File: src/rtl/bplp_pkg.sv
// ----------------------------------------------------------------------------
// bplp_pkg
// types and constants of the button press lock and long press qualifier
// ----------------------------------------------------------------------------
`timescale 1ns / 1ps

package bplp_pkg;

    localparam int BUTTONS    = 3;
    localparam int ADDR_W     = (BUTTONS > 1) ? $clog2(BUTTONS) : 1;
    localparam int REL_W      = 10;
    localparam int HOLD_W     = 16;
    localparam int CFG_W      = 16;
    localparam int MASK_W     = 3;
    localparam int OUT_DEPTH  = 2;

    localparam logic [REL_W-1:0]  REL_RESET  = 10'd100;
    localparam logic [HOLD_W-1:0] HOLD_RESET = 16'd1000;

    // request opcodes
    localparam logic [1:0] OP_TICK       = 2'd0;
    localparam logic [1:0] OP_READ_SHORT = 2'd1;
    localparam logic [1:0] OP_READ_LONG  = 2'd2;

    // configuration register indexes
    localparam logic CFG_RELEASE = 1'b0;
    localparam logic CFG_LONG    = 1'b1;

    typedef struct packed {
        logic [1:0] op;
        logic [1:0] button_index;
        logic [2:0] pin_levels;
    } t_in;

    typedef struct packed {
        logic              flag_read;
        logic [MASK_W-1:0] locked_mask;
    } t_out;

    // per-button state word held in the state ram
    typedef struct packed {
        logic              locked;
        logic              prev_level;
        logic              pressed;
        logic              long_flag;
        logic              long_sent;
        logic              rel_timing;
        logic [REL_W-1:0]  rel_count;
        logic [HOLD_W-1:0] hold_count;
    } t_entry;

    localparam int ENTRY_W = $bits(t_entry);

    localparam t_entry ENTRY_RESET = '{
        locked:     1'b0,
        prev_level: 1'b1,
        pressed:    1'b0,
        long_flag:  1'b0,
        long_sent:  1'b0,
        rel_timing: 1'b0,
        rel_count:  '0,
        hold_count: '0
    };

endpackage

File: src/rtl/button_press_lock_long_press.sv
// ----------------------------------------------------------------------------
// button_press_lock_long_press
// qualifies active-low buttons: press lock, stable release, long press flags
// ----------------------------------------------------------------------------
//  channel  | direction | handshake                | payload
//  ---------+-----------+--------------------------+---------------------------
//  in       | input     | i_in_valid / o_in_ready   | i_in_data  (t_in)
//  out      | output    | o_out_valid / i_out_ready | o_out_data (t_out)
//  cfg      | input     | i_cfg_we                  | i_cfg_index, i_cfg_data
//
//  a tick request does one state ram read-modify-write per button, in turn,
//  through the single read port; a read request reads one entry.
//  the last ram read is registered, then its result in the result queue.
//  ram entries not yet written read as their reset value through per-entry
//  valid bits, so reset needs no clearing pass.
//  at most two requests are in flight, queue included, so reads in a row
//  are taken with pauses between them; a full queue holds off new requests.
// ----------------------------------------------------------------------------
`timescale 1ns / 1ps

module button_press_lock_long_press
    import bplp_pkg::*;
(
    input  logic             i_clk,
    input  logic             i_rst_n,
    input  logic             i_in_valid,
    output logic             o_in_ready,
    input  t_in              i_in_data,
    output logic             o_out_valid,
    input  logic             i_out_ready,
    output t_out             o_out_data,
    input  logic             i_cfg_we,
    input  logic             i_cfg_index,
    input  logic [CFG_W-1:0] i_cfg_data
);

    localparam logic [ADDR_W-1:0] LAST_BTN = ADDR_W'(BUTTONS - 1);
    localparam logic [1:0]        OUT_MAX  = 2'(OUT_DEPTH);

    // configuration
    logic [REL_W-1:0]  r_rel_ms;
    logic [HOLD_W-1:0] r_long_ms;

    // issue sequencer
    logic              r_busy;
    logic [ADDR_W-1:0] r_cnt;
    logic [2:0]        r_pins;
    logic [1:0]        r_outs;

    logic              accept;
    logic              in_range;
    logic              iss_valid;
    logic [ADDR_W-1:0] iss_addr;
    logic [1:0]        iss_op;
    logic              iss_level;
    logic              iss_acc;
    logic              iss_last;

    // modify stage
    logic              r_s2_valid;
    logic [1:0]        r_s2_op;
    logic [ADDR_W-1:0] r_s2_addr;
    logic              r_s2_level;
    logic              r_s2_acc;
    logic              r_s2_last;
    logic              r_byp;
    t_entry            r_byp_data;

    logic [ENTRY_W-1:0] ram_rdata;
    t_entry             cur;
    t_entry             nxt;
    logic               flag;
    logic               wr_en;
    logic [HOLD_W-1:0]  hold_inc;
    logic [REL_W-1:0]   rel_inc;
    logic               same_addr;

    logic [BUTTONS-1:0] r_valid;
    logic [BUTTONS-1:0] r_lock_mask;
    logic [BUTTONS-1:0] mask_now;

    // result queue
    t_out       r_q [OUT_DEPTH];
    logic       r_wp;
    logic       r_rp;
    logic [1:0] r_qcnt;
    logic       push;
    logic       pop;

    assign o_in_ready = !r_busy && (r_outs < OUT_MAX);
    assign accept     = i_in_valid && o_in_ready;
    assign in_range   = (32'(i_in_data.button_index) < BUTTONS);

    always_ff @(posedge i_clk) begin
        if (!i_rst_n) begin
            r_rel_ms  <= REL_RESET;
            r_long_ms <= HOLD_RESET;
        end else if (i_cfg_we) begin
            unique case (i_cfg_index)
                CFG_RELEASE: r_rel_ms  <= i_cfg_data[REL_W-1:0];
                CFG_LONG:    r_long_ms <= i_cfg_data[HOLD_W-1:0];
                default:     ;
            endcase
        end
    end

    always_comb begin
        iss_valid = 1'b0;
        iss_addr  = '0;
        iss_op    = i_in_data.op;
        iss_level = i_in_data.pin_levels[0];
        iss_acc   = 1'b0;
        iss_last  = 1'b1;
        if (r_busy) begin
            iss_valid = 1'b1;
            iss_addr  = r_cnt;
            iss_op    = OP_TICK;
            iss_level = r_pins[r_cnt];
            iss_acc   = 1'b1;
            iss_last  = (r_cnt == LAST_BTN);
        end else if (accept) begin
            iss_valid = 1'b1;
            case (i_in_data.op) inside
                OP_TICK: begin
                    iss_acc  = 1'b1;
                    iss_last = (BUTTONS == 1);
                end
                OP_READ_SHORT, OP_READ_LONG: begin
                    iss_addr = ADDR_W'(i_in_data.button_index);
                    iss_acc  = in_range;
                end
                default: ;
            endcase
        end
    end

    always_ff @(posedge i_clk) begin
        if (!i_rst_n) begin
            r_busy <= 1'b0;
            r_cnt  <= '0;
        end else if (r_busy) begin
            if (r_cnt == LAST_BTN) begin
                r_busy <= 1'b0;
            end else begin
                r_cnt <= r_cnt + 1'b1;
            end
        end else if (accept && i_in_data.op == OP_TICK && BUTTONS > 1) begin
            r_busy <= 1'b1;
            r_cnt  <= ADDR_W'(1);
        end
    end

    always_ff @(posedge i_clk) begin
        if (accept) begin
            r_pins <= i_in_data.pin_levels;
        end
    end

    bplp_ram #(
        .WIDTH (ENTRY_W),
        .DEPTH (BUTTONS)
    ) u_state_ram (
        .i_clk   (i_clk),
        .i_we    (wr_en),
        .i_waddr (r_s2_addr),
        .i_wdata (nxt),
        .i_raddr (iss_addr),
        .o_rdata (ram_rdata)
    );

    // forward the write in flight, or the reset value for a fresh entry
    assign same_addr = wr_en && (r_s2_addr == iss_addr);

    always_ff @(posedge i_clk) begin
        if (!i_rst_n) begin
            r_s2_valid <= 1'b0;
        end else begin
            r_s2_valid <= iss_valid;
        end
    end

    always_ff @(posedge i_clk) begin
        r_s2_op    <= iss_op;
        r_s2_addr  <= iss_addr;
        r_s2_level <= iss_level;
        r_s2_acc   <= iss_acc;
        r_s2_last  <= iss_last;
        r_byp      <= same_addr || !r_valid[iss_addr];
        r_byp_data <= same_addr ? nxt : ENTRY_RESET;
    end

    assign cur      = r_byp ? r_byp_data : t_entry'(ram_rdata);
    assign hold_inc = (cur.hold_count != '1) ? cur.hold_count + 1'b1 : cur.hold_count;
    assign rel_inc  = (cur.rel_count != '1) ? cur.rel_count + 1'b1 : cur.rel_count;
    assign wr_en    = r_s2_valid && r_s2_acc;

    always_comb begin
        nxt  = cur;
        flag = 1'b0;
        case (r_s2_op)
            OP_TICK: begin
                if (!cur.locked) begin
                    // falling edge on a released button
                    if (cur.prev_level && !r_s2_level) begin
                        nxt.locked     = 1'b1;
                        nxt.pressed    = 1'b1;
                        nxt.hold_count = '0;
                        nxt.rel_timing = 1'b0;
                        nxt.long_sent  = 1'b0;
                    end
                end else begin
                    nxt.hold_count = hold_inc;
                    if (!r_s2_level) begin
                        nxt.rel_timing = 1'b0;
                        if (!cur.long_sent && hold_inc >= r_long_ms) begin
                            nxt.long_flag = 1'b1;
                            nxt.long_sent = 1'b1;
                            nxt.pressed   = 1'b0;
                        end
                    end else if (!cur.rel_timing) begin
                        nxt.rel_timing = 1'b1;
                        nxt.rel_count  = '0;
                    end else begin
                        nxt.rel_count = rel_inc;
                        if (rel_inc >= r_rel_ms) begin
                            nxt.locked     = 1'b0;
                            nxt.rel_timing = 1'b0;
                        end
                    end
                end
                nxt.prev_level = r_s2_level;
            end
            // an out-of-range button reads zero
            OP_READ_SHORT: begin
                flag        = r_s2_acc && cur.pressed;
                nxt.pressed = 1'b0;
            end
            OP_READ_LONG: begin
                if (r_s2_acc && cur.long_flag) begin
                    flag          = 1'b1;
                    nxt.long_flag = 1'b0;
                    nxt.pressed   = 1'b0;
                end
            end
            default: ;
        endcase
    end

    always_comb begin
        mask_now = r_lock_mask;
        if (wr_en) begin
            mask_now[r_s2_addr] = nxt.locked;
        end
    end

    always_ff @(posedge i_clk) begin
        if (!i_rst_n) begin
            r_valid     <= '0;
            r_lock_mask <= '0;
        end else begin
            r_lock_mask <= mask_now;
            if (wr_en) begin
                r_valid[r_s2_addr] <= 1'b1;
            end
        end
    end

    assign push = r_s2_valid && r_s2_last;
    assign pop  = o_out_valid && i_out_ready;

    always_ff @(posedge i_clk) begin
        if (push) begin
            r_q[r_wp] <= '{flag_read: flag, locked_mask: MASK_W'(mask_now)};
        end
    end

    always_ff @(posedge i_clk) begin
        if (!i_rst_n) begin
            r_wp   <= 1'b0;
            r_rp   <= 1'b0;
            r_qcnt <= '0;
            r_outs <= '0;
        end else begin
            if (push) begin
                r_wp <= ~r_wp;
            end
            if (pop) begin
                r_rp <= ~r_rp;
            end
            r_qcnt <= r_qcnt + {1'b0, push} - {1'b0, pop};
            r_outs <= r_outs + {1'b0, accept} - {1'b0, pop};
        end
    end

    assign o_out_valid = (r_qcnt != '0);
    assign o_out_data  = r_q[r_rp];

endmodule

File: src/rtl/bplp_ram.sv
// ----------------------------------------------------------------------------
// bplp_ram
// simple dual-port ram, one write and one registered read per cycle
// ----------------------------------------------------------------------------
`timescale 1ns / 1ps

module bplp_ram #(
    parameter int WIDTH = 32,
    parameter int DEPTH = 4
) (
    input  logic                                       i_clk,
    input  logic                                       i_we,
    input  logic [((DEPTH > 1) ? $clog2(DEPTH) : 1)-1:0] i_waddr,
    input  logic [WIDTH-1:0]                           i_wdata,
    input  logic [((DEPTH > 1) ? $clog2(DEPTH) : 1)-1:0] i_raddr,
    output logic [WIDTH-1:0]                           o_rdata
);

    logic [WIDTH-1:0] r_mem [DEPTH];

    always_ff @(posedge i_clk) begin
        if (i_we) begin
            r_mem[i_waddr] <= i_wdata;
        end
        o_rdata <= r_mem[i_raddr];
    end

endmodule

File: config.mk
export PLATFORM = sky130hd
export DESIGN_NAME = button_press_lock_long_press
export DESIGN_NICKNAME = d
export VERILOG_FILES = /design/src/rtl/bplp_pkg.sv /design/src/rtl/button_press_lock_long_press.sv /design/src/rtl/bplp_ram.sv
export SDC_FILE = /design/constraint.sdc
export NUM_CORES = 1
export LEC_CHECK = 0
export ABC_AREA = 1
export BUFFER_PORTS_ARGS = -buffer_cell sky130_fd_sc_hd__buf_2
export CAP_MARGIN = 40
export CORE_ASPECT_RATIO = 1.25
export CORE_UTILIZATION = 62
export CTS_CLUSTER_SIZE = 40
export DETAILED_ROUTE_END_ITERATION = 7
export GPL_TIMING_DRIVEN = 0
export HOLD_SLACK_MARGIN = 0.02
export PLACE_DENSITY = 0.8
export RECOVER_POWER = 25
export SYNTH_ARGS = -nofsm -noshare
export SYNTH_HDL_FRONTEND = slang
export SYNTH_SLANG_ARGS = --single-unit
export TNS_END_PERCENT = 10
File: constraint.sdc
create_clock -name i_clk -period 3.2 [get_ports i_clk]
set_input_delay 0.64 -clock i_clk [delete_from_list [all_inputs] [get_ports i_clk]]
set_output_delay 0.64 -clock i_clk [all_outputs]
set_load 0.01 [all_outputs]
==> results of run 1 <==
## stage by stage
| stage | TNS (ps) | std cells |
|---|---|---|
| final | -746.8 | 1444 |
| after global routing | -4396 | 1444 |
| after CTS | 0 | 1440 |
| after detailed placement | -10950 | 1378 |
| after global placement | -10600 | 1376 |
| after floorplan | 0 | 1130 |
## power breakdown
group | switching [mW] | internal [mW] | total (mW) | leakage, nW
clock network | 1.07 | 1.62 | 2.69 | 0.365
logic | 1.06 | 0.551 | 1.61 | 2.80
registers | 0.0974 | 3.25 | 3.35 | 1.94
## how the worst max path moves through the flow
stage          start                       end  slack [ps]  depth (start not counted)
2_1_floorplan  r_byp  u_state_ram.r_mem[0][28]         210                         23
3_3_place_gp   r_byp  u_state_ram.r_mem[0][28]        -630                         23
3_5_place_dp   r_byp  u_state_ram.r_mem[1][28]        -640                         23
4_1_cts        r_byp  u_state_ram.r_mem[2][29]           2                         17
5_1_grt        r_byp  u_state_ram.r_mem[0][28]        -240                         21
6_report       r_byp                 r_q[0][1]         -70                         21
## cell usage in the layout, fill, tap and decap left out, drive strengths merged
cell type	netlist	routed
a211oi	1	1
a21o	2	2
a21oi	144	144
a31oi	1	1
buf	20	78
bufinv	0	3
clkbuf	18	52
clkinv	1	6
clkinvlp	0	2
dfxtp	115	115
edfxtp	107	107
ha	38	38
inv	118	118
mux2	4	4
nand2	323	323
nand3	32	32
nand4	7	7
nor2	104	104
nor3	6	6
nor3b	1	1
nor4	1	1
o211ai	9	9
o21a	1	1
o21ai	50	50
o21bai	1	1
o31ai	1	1
o41ai	1	1
or2	11	11
xnor2	1	1
xor2	12	12
## layer usage
metal | up-vias | GRT usage
met2 | 272 | 0.5323
met5 | - | 0
met1 | 3753 | 0.3363
li1 | 3892 | -
met3 | 88 | 0.04568
met4 | 0 | 0.1592
## Yosys cell counts (all sizes together)
library cell / number / area share
nand2: 323 / 0.13
a21oi: 144 / 0.076
inv: 118 / 0.044
dfxtp: 115 / 0.23
edfxtp: 107 / 0.32
nor2: 104 / 0.045
o21ai: 50 / 0.026
ha: 38 / 0.047
nand3: 32 / 0.020
buf: 20 / 0.016
clkbuf: 18 / 0.0067
xor2: 12 / 0.010
or2: 11 / 0.0068
o211ai: 9 / 0.0067
nand4: 7 / 0.0043
nor3: 6 / 0.0030
mux2: 4 / 0.0045
a21o: 2 / 0.0015
a211oi: 1 / 0.00074
a31oi: 1 / 0.00062
clkinv: 1 / 0.00037
nor3b: 1 / 0.0019
nor4: 1 / 0.00062
o21a: 1 / 0.00074
o21bai: 1 / 0.00074
o31ai: 1 / 0.00074
o41ai: 1 / 0.00087
xnor2: 1 / 0.00087
## cell families (layout without fill, tap and decap cells)
kind of cell               Yosys count  after routing  synth area share
AOI/OAI and AO/OA                  211            211            0.1153
and+or+nand+nor                    485            485            0.2076
xor gates and xnor gates            13             13           0.01129
muxes                                4              4          0.004467
buffers and inverters              157            259           0.06714
adders and majority gates           38             38           0.04716
DFF                                222            222            0.5470
## sequential cells by signal, summed over array words and instances (netlist names), 3 cells and up, named ones only
register	flops
r_valid	3
u_state_ram.r_mem	96
r_long_ms	16
r_lock_mask	3
r_q	8
r_rel_ms	10
r_pins	3
r_byp_data	32
u_state_ram.o_rdata	32
## area by class of cell
class	instances	share of cell area
sequential	222	0.4674
multi-input combinational	751	0.3517
inverter	119	0.03867
buffer	38	0.02236
clock buffer	30	0.05277
timing repair buffer	62	0.03338
tap	212	0.02246
clock inverter	10	0.01134
## what timing repair did
item,4_1_cts,5_1_grt
setup endpoints to repair,29,29
gates resized for setup,37,53
setup buffers,22,4
pin swaps,15,27
==> flow_metrics.env, run 1 <==
export IMPL_status="finished, violations left"
export IMPL_violations="max-capacitance violations, max-slew violations, negative setup slack"
export IMPL_num_io_pins=35
export IMPL_crit_path_cell_trace="buf_12 > buf_12 > nand2_1 > nand2_2 > buf_6 > nand3_2 > inv_2 > nand2_1 > nor2_4 > nand4_1 > nand2_2 > inv_1 > ha_4 > nand4_1 > o21bai_4 > nand3_2 > nand3_1 > nand2_2 > nand3_1 > nand2_1 > inv_1"
export IMPL_layout_drive_gt1_share=0.1940
export IMPL_yosysSeqAreaShare=0.5470
export IMPL_rows=51
export IMPL_ir_drop_v=0.0005220
export IMPL_hp_class="in -> reg"
export IMPL_grt_antenna_before_repair=0
export IMPL_reg2reg_to="r_q[0][1]"
export IMPL_hold_viol=0
export IMPL_min_path_cells=1
export IMPL_crit_family="simple AND/OR/NAND/NOR gates"
export IMPL_dr_pass1_iters=7
export IMPL_drt_iter0_markers=644
export IMPL_numClockSinks=222
export IMPL_htreeDepth=1
export IMPL_crit_arrival_ps=3530
export IMPL_slowest_delay_ps=430
export IMPL_min_to="r_pins[1]"
export IMPL_setup_ws_ps=-67.49
export IMPL_reg2regPathDepth=21
export IMPL_worstHoldStart="i_in_data[1]"
export IMPL_critPathBufInv=6
export IMPL_crit_type="reg -> reg"
export IMPL_die_y_um=144.6
export IMPL_drv_slew=23
export IMPL_dp_hpwl_um=16500
export IMPL_power_density_nw_per_um2=647.8
export IMPL_cts_tree="yes"
export IMPL_routed_wl_um=24690
export IMPL_cts_buffers=23
export IMPL_clockBufferDepth=3
export IMPL_postPlaceCellArea_um2=10560
export IMPL_grt_pass1_vias=7783
export IMPL_power_mw=7.650
export IMPL_clk_transition_reported_paths_ps=60
export IMPL_nets=1284
export IMPL_fin_util=0.7492
export IMPL_start_kind="flip-flop"
export IMPL_leakage_nw=5.109
export IMPL_core_area_um2=15760
export IMPL_critPathCaptureType="flip-flop"
export IMPL_postSynthCellCount=1130
export IMPL_postRouteAntennaNets=0
export IMPL_preCtsSetupSlack_ps=-636.8
export IMPL_fmax_ghz=0.3060
export IMPL_grt_first_pass_wirelength_um=37670
export IMPL_fin_skew_ps=11.23
export IMPL_vias_per_cell=5.544
export IMPL_fin_crit_sh=1.021
export IMPL_max_slew_margin=-0.07240
export IMPL_required_ps=3460
export IMPL_multiInputGateArea_um2=4153
export IMPL_slowest_stage="dfxtp_4"
export IMPL_sequential_cell_area_um2=5519
export IMPL_period_minus_slack_ps=3267
export IMPL_grt_usage=0.2967
export IMPL_cts_root_buf="clkbuf_16"
export IMPL_grt_start_max_net_pins=35
export IMPL_synth_nets=1197
export IMPL_synth_cell_type_count=44
export IMPL_drc=0
export IMPL_hold_slack_ps=304.4
export IMPL_yosysWarnings=0
export IMPL_io_buffer_count=34
export IMPL_rsz0062_at_grt="true"
export IMPL_via_count=8005
export IMPL_fin_area_um2=11810
export IMPL_gp_congestion=0.9780
export IMPL_wl_per_cell_um=17.10
export IMPL_grt_overflow_total=0
export IMPL_reg2reg_from="r_byp"
export IMPL_syn_cell_area_um2=10080
export IMPL_ys_seq_elements=222
export IMPL_syn_to_final_growth_pct=17.13
export IMPL_r2r_setup_slack_ps=-70
export IMPL_dr_wl_met2_um=12580
export IMPL_ctsHoldBuffers=0
export IMPL_top_layer_used="met4"
export IMPL_die_x_um=116.1
export IMPL_cap_viol_max_count=1
export IMPL_start_util=0.6397
export IMPL_routed_wl_met3_um=1418
export IMPL_clk_latency_ps=510
export IMPL_worstMarginPinSlew_ps=1609
export IMPL_synth_avg_cell_area_um2=8.922
export IMPL_n_antenna_cell=0
export IMPL_wl_met1_um=9485
export IMPL_dieArea_um2=16780
export IMPL_fillers=1116
export IMPL_worstPathMaxFanout=8
export IMPL_finalSetupViolations=15
No activity file was read; power rests on OpenSTA's default activity.
==> run 2: changes to the inputs <==
--- a/config.mk
+++ b/config.mk
@@ -12,7 +12,6 @@
 export CORE_UTILIZATION = 62
 export CTS_CLUSTER_SIZE = 40
 export DETAILED_ROUTE_END_ITERATION = 7
-export GPL_TIMING_DRIVEN = 0
 export HOLD_SLACK_MARGIN = 0.02
 export PLACE_DENSITY = 0.8
 export RECOVER_POWER = 25
==> run 2 against run 1 <==
Net effect:
- the run now ends clean
- register-to-register slack improved by 270 ps
- sequential power about the same
- non-clock buffer count decreased by 12
- largest power group unchanged
==> flow_metrics.env, run 2 (synthesis gave the netlist of run 1 again) <==
export IMPL_cap_viol_max_count=0
export IMPL_htreeDepth=1
export IMPL_die_x_um=116.1
export IMPL_vias_per_cell=5.371
export IMPL_required_ps=3430
export IMPL_power_density_nw_per_um2=643.6
export IMPL_cts_buffers=22
export IMPL_via_count=7691
export IMPL_layout_drive_gt1_share=0.1713
export IMPL_io_buffer_count=34
export IMPL_ir_drop_v=0.0005627
export IMPL_postRouteAntennaNets=0
export IMPL_largest_register="u_state_ram.r_mem"
export IMPL_clk_transition_reported_paths_ps=60
export IMPL_num_io_pins=35
export IMPL_max_slew_margin=0.1811
export IMPL_n_antenna_cell=0
export IMPL_fin_skew_ps=12.21
export IMPL_clockBufferDepth=3
export IMPL_grt_first_pass_wirelength_um=35870
export IMPL_start_util=0.6397
export IMPL_worstMarginPinSlew_ps=1228
export IMPL_final_common_cell="nand2_1"
export IMPL_largest_reg_flops=96
export IMPL_hp_class="in -> reg"
export IMPL_wl_per_cell_um=15.97
export IMPL_crit_type="reg -> reg"
export IMPL_rows=51
export IMPL_hold_viol=0
export IMPL_grt_antenna_before_repair=0
export IMPL_syn_to_final_growth_pct=14.92
export IMPL_status="finished, final reports clean"
export IMPL_worstPathMaxFanout=11
export IMPL_fin_crit_sh=0.9362
export IMPL_largest_registers="u_state_ram.r_mem (96), r_byp_data (32), u_state_ram.o_rdata (32)"
export IMPL_die_y_um=144.6
export IMPL_clk_latency_ps=500
export IMPL_drt_iter0_markers=501
export IMPL_period_minus_slack_ps=2996
export IMPL_finalSetupViolations=0
export IMPL_dieArea_um2=16780
export IMPL_start_kind="flip-flop"
export IMPL_grt_start_max_net_pins=36
export IMPL_postPlaceCellArea_um2=10700
export IMPL_fin_util=0.7351
export IMPL_dr_pass1_iters=5
export IMPL_routed_wl_um=22870
export IMPL_crit_arrival_ps=3220
export IMPL_grt_pass1_vias=7317
export IMPL_nets=1271
export IMPL_core_area_um2=15760
export IMPL_cts_tree="yes"
export IMPL_layout_common_cells="nand2_1, a21oi_1, dfxtp_1"
export IMPL_cts_root_buf="clkbuf_16"
export IMPL_grt_usage=0.2794
export IMPL_numClockSinks=222
export IMPL_gp_congestion=0.9212
export IMPL_leakage_nw=5.123
export IMPL_fmax_ghz=0.3338
export IMPL_critPathCaptureType="flip-flop"
export IMPL_drv_slew=0
export IMPL_drc=0
export IMPL_fin_area_um2=11590
export IMPL_grt_overflow_total=0
export IMPL_dp_hpwl_um=15780
[run 2: cell type report]
class | instances | area (um2)
tap | 212 | 265.3
timing repair buffer | 88 | 649.4
multi-input combinational | 751 | 3969
sequential | 222 | 5519
fill | 1159 | 4175
clock inverter | 9 | 116.4
inverter | 119 | 451.7
clock buffer | 31 | 615.6
[run 2: layer usage]
metal / track usage / part of all wire
met5: 0 / 0
met3: 0.03898 / 0.042
met1: 0.3242 / 0.41
met2: 0.5116 / 0.52
met4: 0.1167 / 0.037
[run 2: worst max-delay path, stage by stage, from the launching register on]
cell     delay [ps]
dfxtp_4         390
buf_12          150
buf_4           150
nand2_1          80
nand2_2          90
nor2_1          110
nand2_1          90
nor2_4          130
buf_4           130
nand3_1          50
nand2_1          80
nand2_1         100
ha_1            310
nand2_1          90
nor4_4          300
nand3_1         110
nand3_1         110
nand2_1          80
nand2_1          80
nand2_1         100
[run 2: final timing paths]
check,startpoint,to,slack (ps),cells after the start
worst min register to register,r_rp,r_rp,460,1
worst max-delay path,r_byp,u_state_ram.r_mem[0][29],200,19
worst min-delay path,i_in_data[1],r_pins[1],310,1
worst max register to register,r_byp,u_state_ram.r_mem[0][29],200,19
[run 2: through the flow]
stage	power (mW)	hold slack (ps)	setup WS, ps	TNS, ps	cells
after floorplan	4.395	425.5	205.3	0	1130
after global placement	4.775	435.7	24.06	0	1380
after CTS	7.411	292.1	12.98	0	1424
final	7.457	308.4	204.1	0	1432
after detailed placement	4.826	442.0	-24.02	-72.01	1382
after global routing	7.798	289.8	-49.61	-302.3	1432
[run 2: what timing repair did]
action	4_1_cts	5_1_grt
setup endpoints to repair	6	28
gates resized for setup	1	32
pin swaps	1	16
hold buffers	0	0
buffers inserted	2	7
cloned	0	1
[run 2: where the power goes]
group	switching [mW]	total [mW]	leakage (nW)	internal (mW)
clock	1.02	2.61	0.358	1.58
sequential	0.102	3.36	1.94	3.26
combinational	0.968	1.49	2.83	0.526
==> run 3: changes to the inputs <==
--- a/config.mk
+++ b/config.mk
@@ -9,13 +9,16 @@
 export BUFFER_PORTS_ARGS = -buffer_cell sky130_fd_sc_hd__buf_2
 export CAP_MARGIN = 40
 export CORE_ASPECT_RATIO = 1.25
+export CORE_MARGIN = 2
 export CORE_UTILIZATION = 62
 export CTS_CLUSTER_SIZE = 40
 export DETAILED_ROUTE_END_ITERATION = 7
+export GPL_TIMING_DRIVEN = 0
 export HOLD_SLACK_MARGIN = 0.02
 export PLACE_DENSITY = 0.8
 export RECOVER_POWER = 25
 export SYNTH_ARGS = -nofsm -noshare
 export SYNTH_HDL_FRONTEND = slang
+export SYNTH_HIERARCHICAL = 1
 export SYNTH_SLANG_ARGS = --single-unit
 export TNS_END_PERCENT = 10
==> run 3 against run 2 <==
Net effect:
- the flow now finishes with violations (max-capacitance violations, max-slew violations)
- total power is 1.2% lower
- die area is 7.1% higher
- synthesized cell count is 4.4% higher
- critical path depth is 4 higher
- fmax is 3.0% lower
- clock skew is 3.8 ps higher
- sequential cell count stayed put
- first-iteration DRC count is 6.2% higher
- hold slack worse by 11 ps
- wire length is 6.4% higher
- largest cell class unchanged
==> flow_metrics.env, run 3 <==
export IMPL_clockBufferDepth=3
export IMPL_synth_top_area_share=0.3064
export IMPL_p_comb_frac=0.203
export IMPL_cts_buffers=22
export IMPL_async_flop_share=0
export IMPL_status="finished, violations left"
export IMPL_cts_tree="yes"
export IMPL_p_sw_frac=0.2868
export IMPL_routed_wl_um=24340
export IMPL_max_slew_margin=-0.09552
export IMPL_final_common_cell="nand2_1"
export IMPL_synth_cell_type_count=49
export IMPL_start_util=0.6274
export IMPL_htreeDepth=1
export IMPL_clk_latency_ps=520
export IMPL_yosysMostFrequentCell="nand2_1"
export IMPL_grt_overflow_total=0
export IMPL_postPlaceCellArea_um2=11050
export IMPL_syn_cell_area_um2=10490
export IMPL_hp_class="in -> reg"
export IMPL_start_kind="flip-flop"
export IMPL_yosysSeqAreaShare=0.5260
export IMPL_finalSetupViolations=0
export IMPL_setup_ws_ps=111.4
export IMPL_largest_reg_flops=96
export IMPL_clk_transition_reported_paths_ps=70
export IMPL_grt_pass1_vias=7791
export IMPL_synthTopCellsByCount="nand2_1, inv_1, dfxtp_1, edfxtp_1, nand3_1"
export IMPL_largest_register="u_state_ram/r_mem"
export IMPL_num_io_pins=35
export IMPL_crit_arrival_ps=3340
export IMPL_nets=1336
export IMPL_synth_simple_area_share=0.2533
export IMPL_drv_slew=14
export IMPL_preCtsSetupSlack_ps=-291.7
export IMPL_synth_fa_ha_area_frac=0.04535
export IMPL_synth_top_flop_cell="dfxtp_1"
export IMPL_grt_start_max_net_pins=20
export IMPL_crit_type="reg -> reg"
export IMPL_ctsHoldBuffers=0
export IMPL_critPathCaptureType="flip-flop"
export IMPL_synth_edf_count=107
export IMPL_fin_crit_sh=0.9652
export IMPL_grt_antenna_before_repair=0
export IMPL_power_frac_seq=0.455
export IMPL_layout_common_cells="nand2_1, inv_1, dfxtp_1"
export IMPL_drt_iter0_markers=532
export IMPL_layout_drive_gt1_share=0.1984
export IMPL_postSynthCellCount=1180
export IMPL_power_density_nw_per_um2=608.5
export IMPL_power_frac_clock=0.343
export IMPL_fin_area_um2=12110
export IMPL_synth_nets=1247
export IMPL_fin_skew_ps=16.05
export IMPL_hold_viol=0
export IMPL_synth_area_leaders="edfxtp_1, dfxtp_1, nand2_1"
export IMPL_synth_top_cell_by_area="edfxtp_1"
export IMPL_violations="max-capacitance violations, max-slew violations"
export IMPL_n_antenna_cell=0
export IMPL_grt_first_pass_wirelength_um=38050
export IMPL_internal_power_mw=5.257
export IMPL_postRouteAntennaNets=0
export IMPL_synth_xor_area_frac=0.007518
export IMPL_synth_compound_area_frac=0.07411
export IMPL_wl_per_cell_um=16.17
export IMPL_required_ps=3450
export IMPL_dp_hpwl_um=16800
export IMPL_largest_registers="u_state_ram/r_mem (96), r_byp_data (32), u_state_ram/o_rdata (32)"
export IMPL_ir_drop_v=0.0005368
export IMPL_via_count=8069
export IMPL_die_x_um=120.3
export IMPL_rows=53
export IMPL_power_switching_mw=2.114
export IMPL_fmax_ghz=0.3238
export IMPL_synth_avg_cell_area_um2=8.886
export IMPL_die_y_um=149.4
export IMPL_yosysWarnings=6
export IMPL_syn_to_final_growth_pct=15.53
export IMPL_leakage_nw=5.512
export IMPL_cap_viol_max_count=1
export IMPL_grt_usage=0.2709
export IMPL_synth_top_family_by_area="simple AND/OR/NAND/NOR gates"
export IMPL_dr_pass1_iters=5
export IMPL_core_area_um2=16710
export IMPL_cts_root_buf="clkbuf_16"
export IMPL_io_buffer_count=34
export IMPL_muxShareOfSynthArea=0.005609
export IMPL_worstPathMaxFanout=10
export IMPL_worstMarginPinSlew_ps=1637
export IMPL_vias_per_cell=5.361
export IMPL_ys_seq_elements=222
export IMPL_drc=0
export IMPL_period_minus_slack_ps=3089
export IMPL_gp_congestion=0.9447
export IMPL_numClockSinks=222
export IMPL_dieArea_um2=17970
==> run 3: cell types whose count changed after synthesis, sizes merged, moves of 5 or more <==
cell | previous run | this run
clkbuf | 18 | 7
nand3b | 0 | 5
inv | 118 | 161
a21oi | 144 | 73
nand3 | 32 | 71
or2 | 11 | 6
nor2 | 104 | 59
nor3 | 6 | 11
and2 | 0 | 7
nand2 | 323 | 403
buf | 20 | 29
==> run 3: what timing repair did <==
| item | 4_1_cts | 5_1_grt |
|---|---|---|
| gates resized for setup | 18 | 32 |
| setup endpoints to repair | 25 | 29 |
| pin swaps | 5 | 13 |
| gates cloned | 0 | 1 |
| buffers inserted | 11 | 13 |
==> run 3: layer usage <==
| layer | part of all wire | track usage | routed length [um] |
|---|---|---|---|
| met1 | 0.42 | 0.3481 | 10130 |
| met2 | 0.48 | 0.4543 | 11630 |
| met3 | 0.067 | 0.04205 | 1637 |
| met4 | 0.039 | 0.1209 | 949 |
| met5 | 0 | 0 | 0 |
==> run 3: kinds of logic (layout without fill, tap and decap cells) <==
family                     Yosys count  count (layout)
adders and majority gates           38              38
AOI/OAI and AO/OA                  135             135
buffers and inverters              199             304
xor gates and xnor gates             9               9
and+or+nand+nor                    572             572
DFF                                222             222
muxes                                5               5
==> run 3: worst paths after layout <==
kind | endpoint | slack [ps] | cells after the start | from
min | r_pins[2] | 300 | 1 | i_in_data[2]
max | u_state_ram/r_mem[2][29] | 110 | 23 | r_byp
max reg2reg | u_state_ram/r_mem[2][29] | 110 | 23 | r_byp
min reg2reg | u_state_ram/o_rdata[17] | 440 | 2 | u_state_ram/r_mem[2][17]
==> run 3: layout make-up <==
class,instances,area [um2]
Fill cell,1248,4598
Multi-Input combinational cell,759,4179
Inverter,163,625.6
Tap cell,220,275.3
Clock inverter,7,63.81
Sequential cell,222,5519
Timing Repair Buffer,66,484.2
Clock buffer,33,643.1
Buffer,35,322.8
==> run 3: worst max-delay path, stage by stage, from the launching register on <==
cell and delay, ps:
dfxtp_4 400, inv_8 80, buf_6 160, nand2_1 100
nand2_4 120, ha_4 150, nand3_4 120, nor3_4 190
buf_4 150, nand3b_1 120, nand2_1 100, inv_2 40
ha_4 250, nand2_1 50, nand3b_1 90, nand2_1 50
nand2_1 50, nand2_1 40, nand2_1 70, nand2_1 60
nand2_2 130, nand2_1 70, nand2_1 90, nand2_2 100
==> run 3: per-stage QoR <==
| stage | setup TNS [ps] | hold WS [ps] | instances | utilization | power [mW] |
|---|---|---|---|---|---|
| finish | 0 | 297.5 | 1505 | 0.7248 | 7.371 |
| floorplan | -2789 | 414.2 | 1180 | - | 4.369 |
| global placement | -84620 | 421.8 | 1434 | 0.6544 | 4.716 |
| global route | -391.2 | 295.7 | 1505 | 0.7248 | 7.682 |
| CTS | 0 | 289.8 | 1492 | 0.7135 | 7.344 |
| detailed placement | -3812 | 430.3 | 1441 | 0.6610 | 4.778 |
==> run 3: power by group through the flow <==
stage | sequential [mW] | clock, mW | combinational, mW
final | 3.35 | 2.53 | 1.49
after global routing | 3.37 | 2.65 | 1.66
after CTS | 3.34 | 2.55 | 1.45
after detailed placement | 3.40 | 0 | 1.38
after global placement | 3.40 | 0 | 1.32
after floorplan | 3.37 | 0 | 0.996
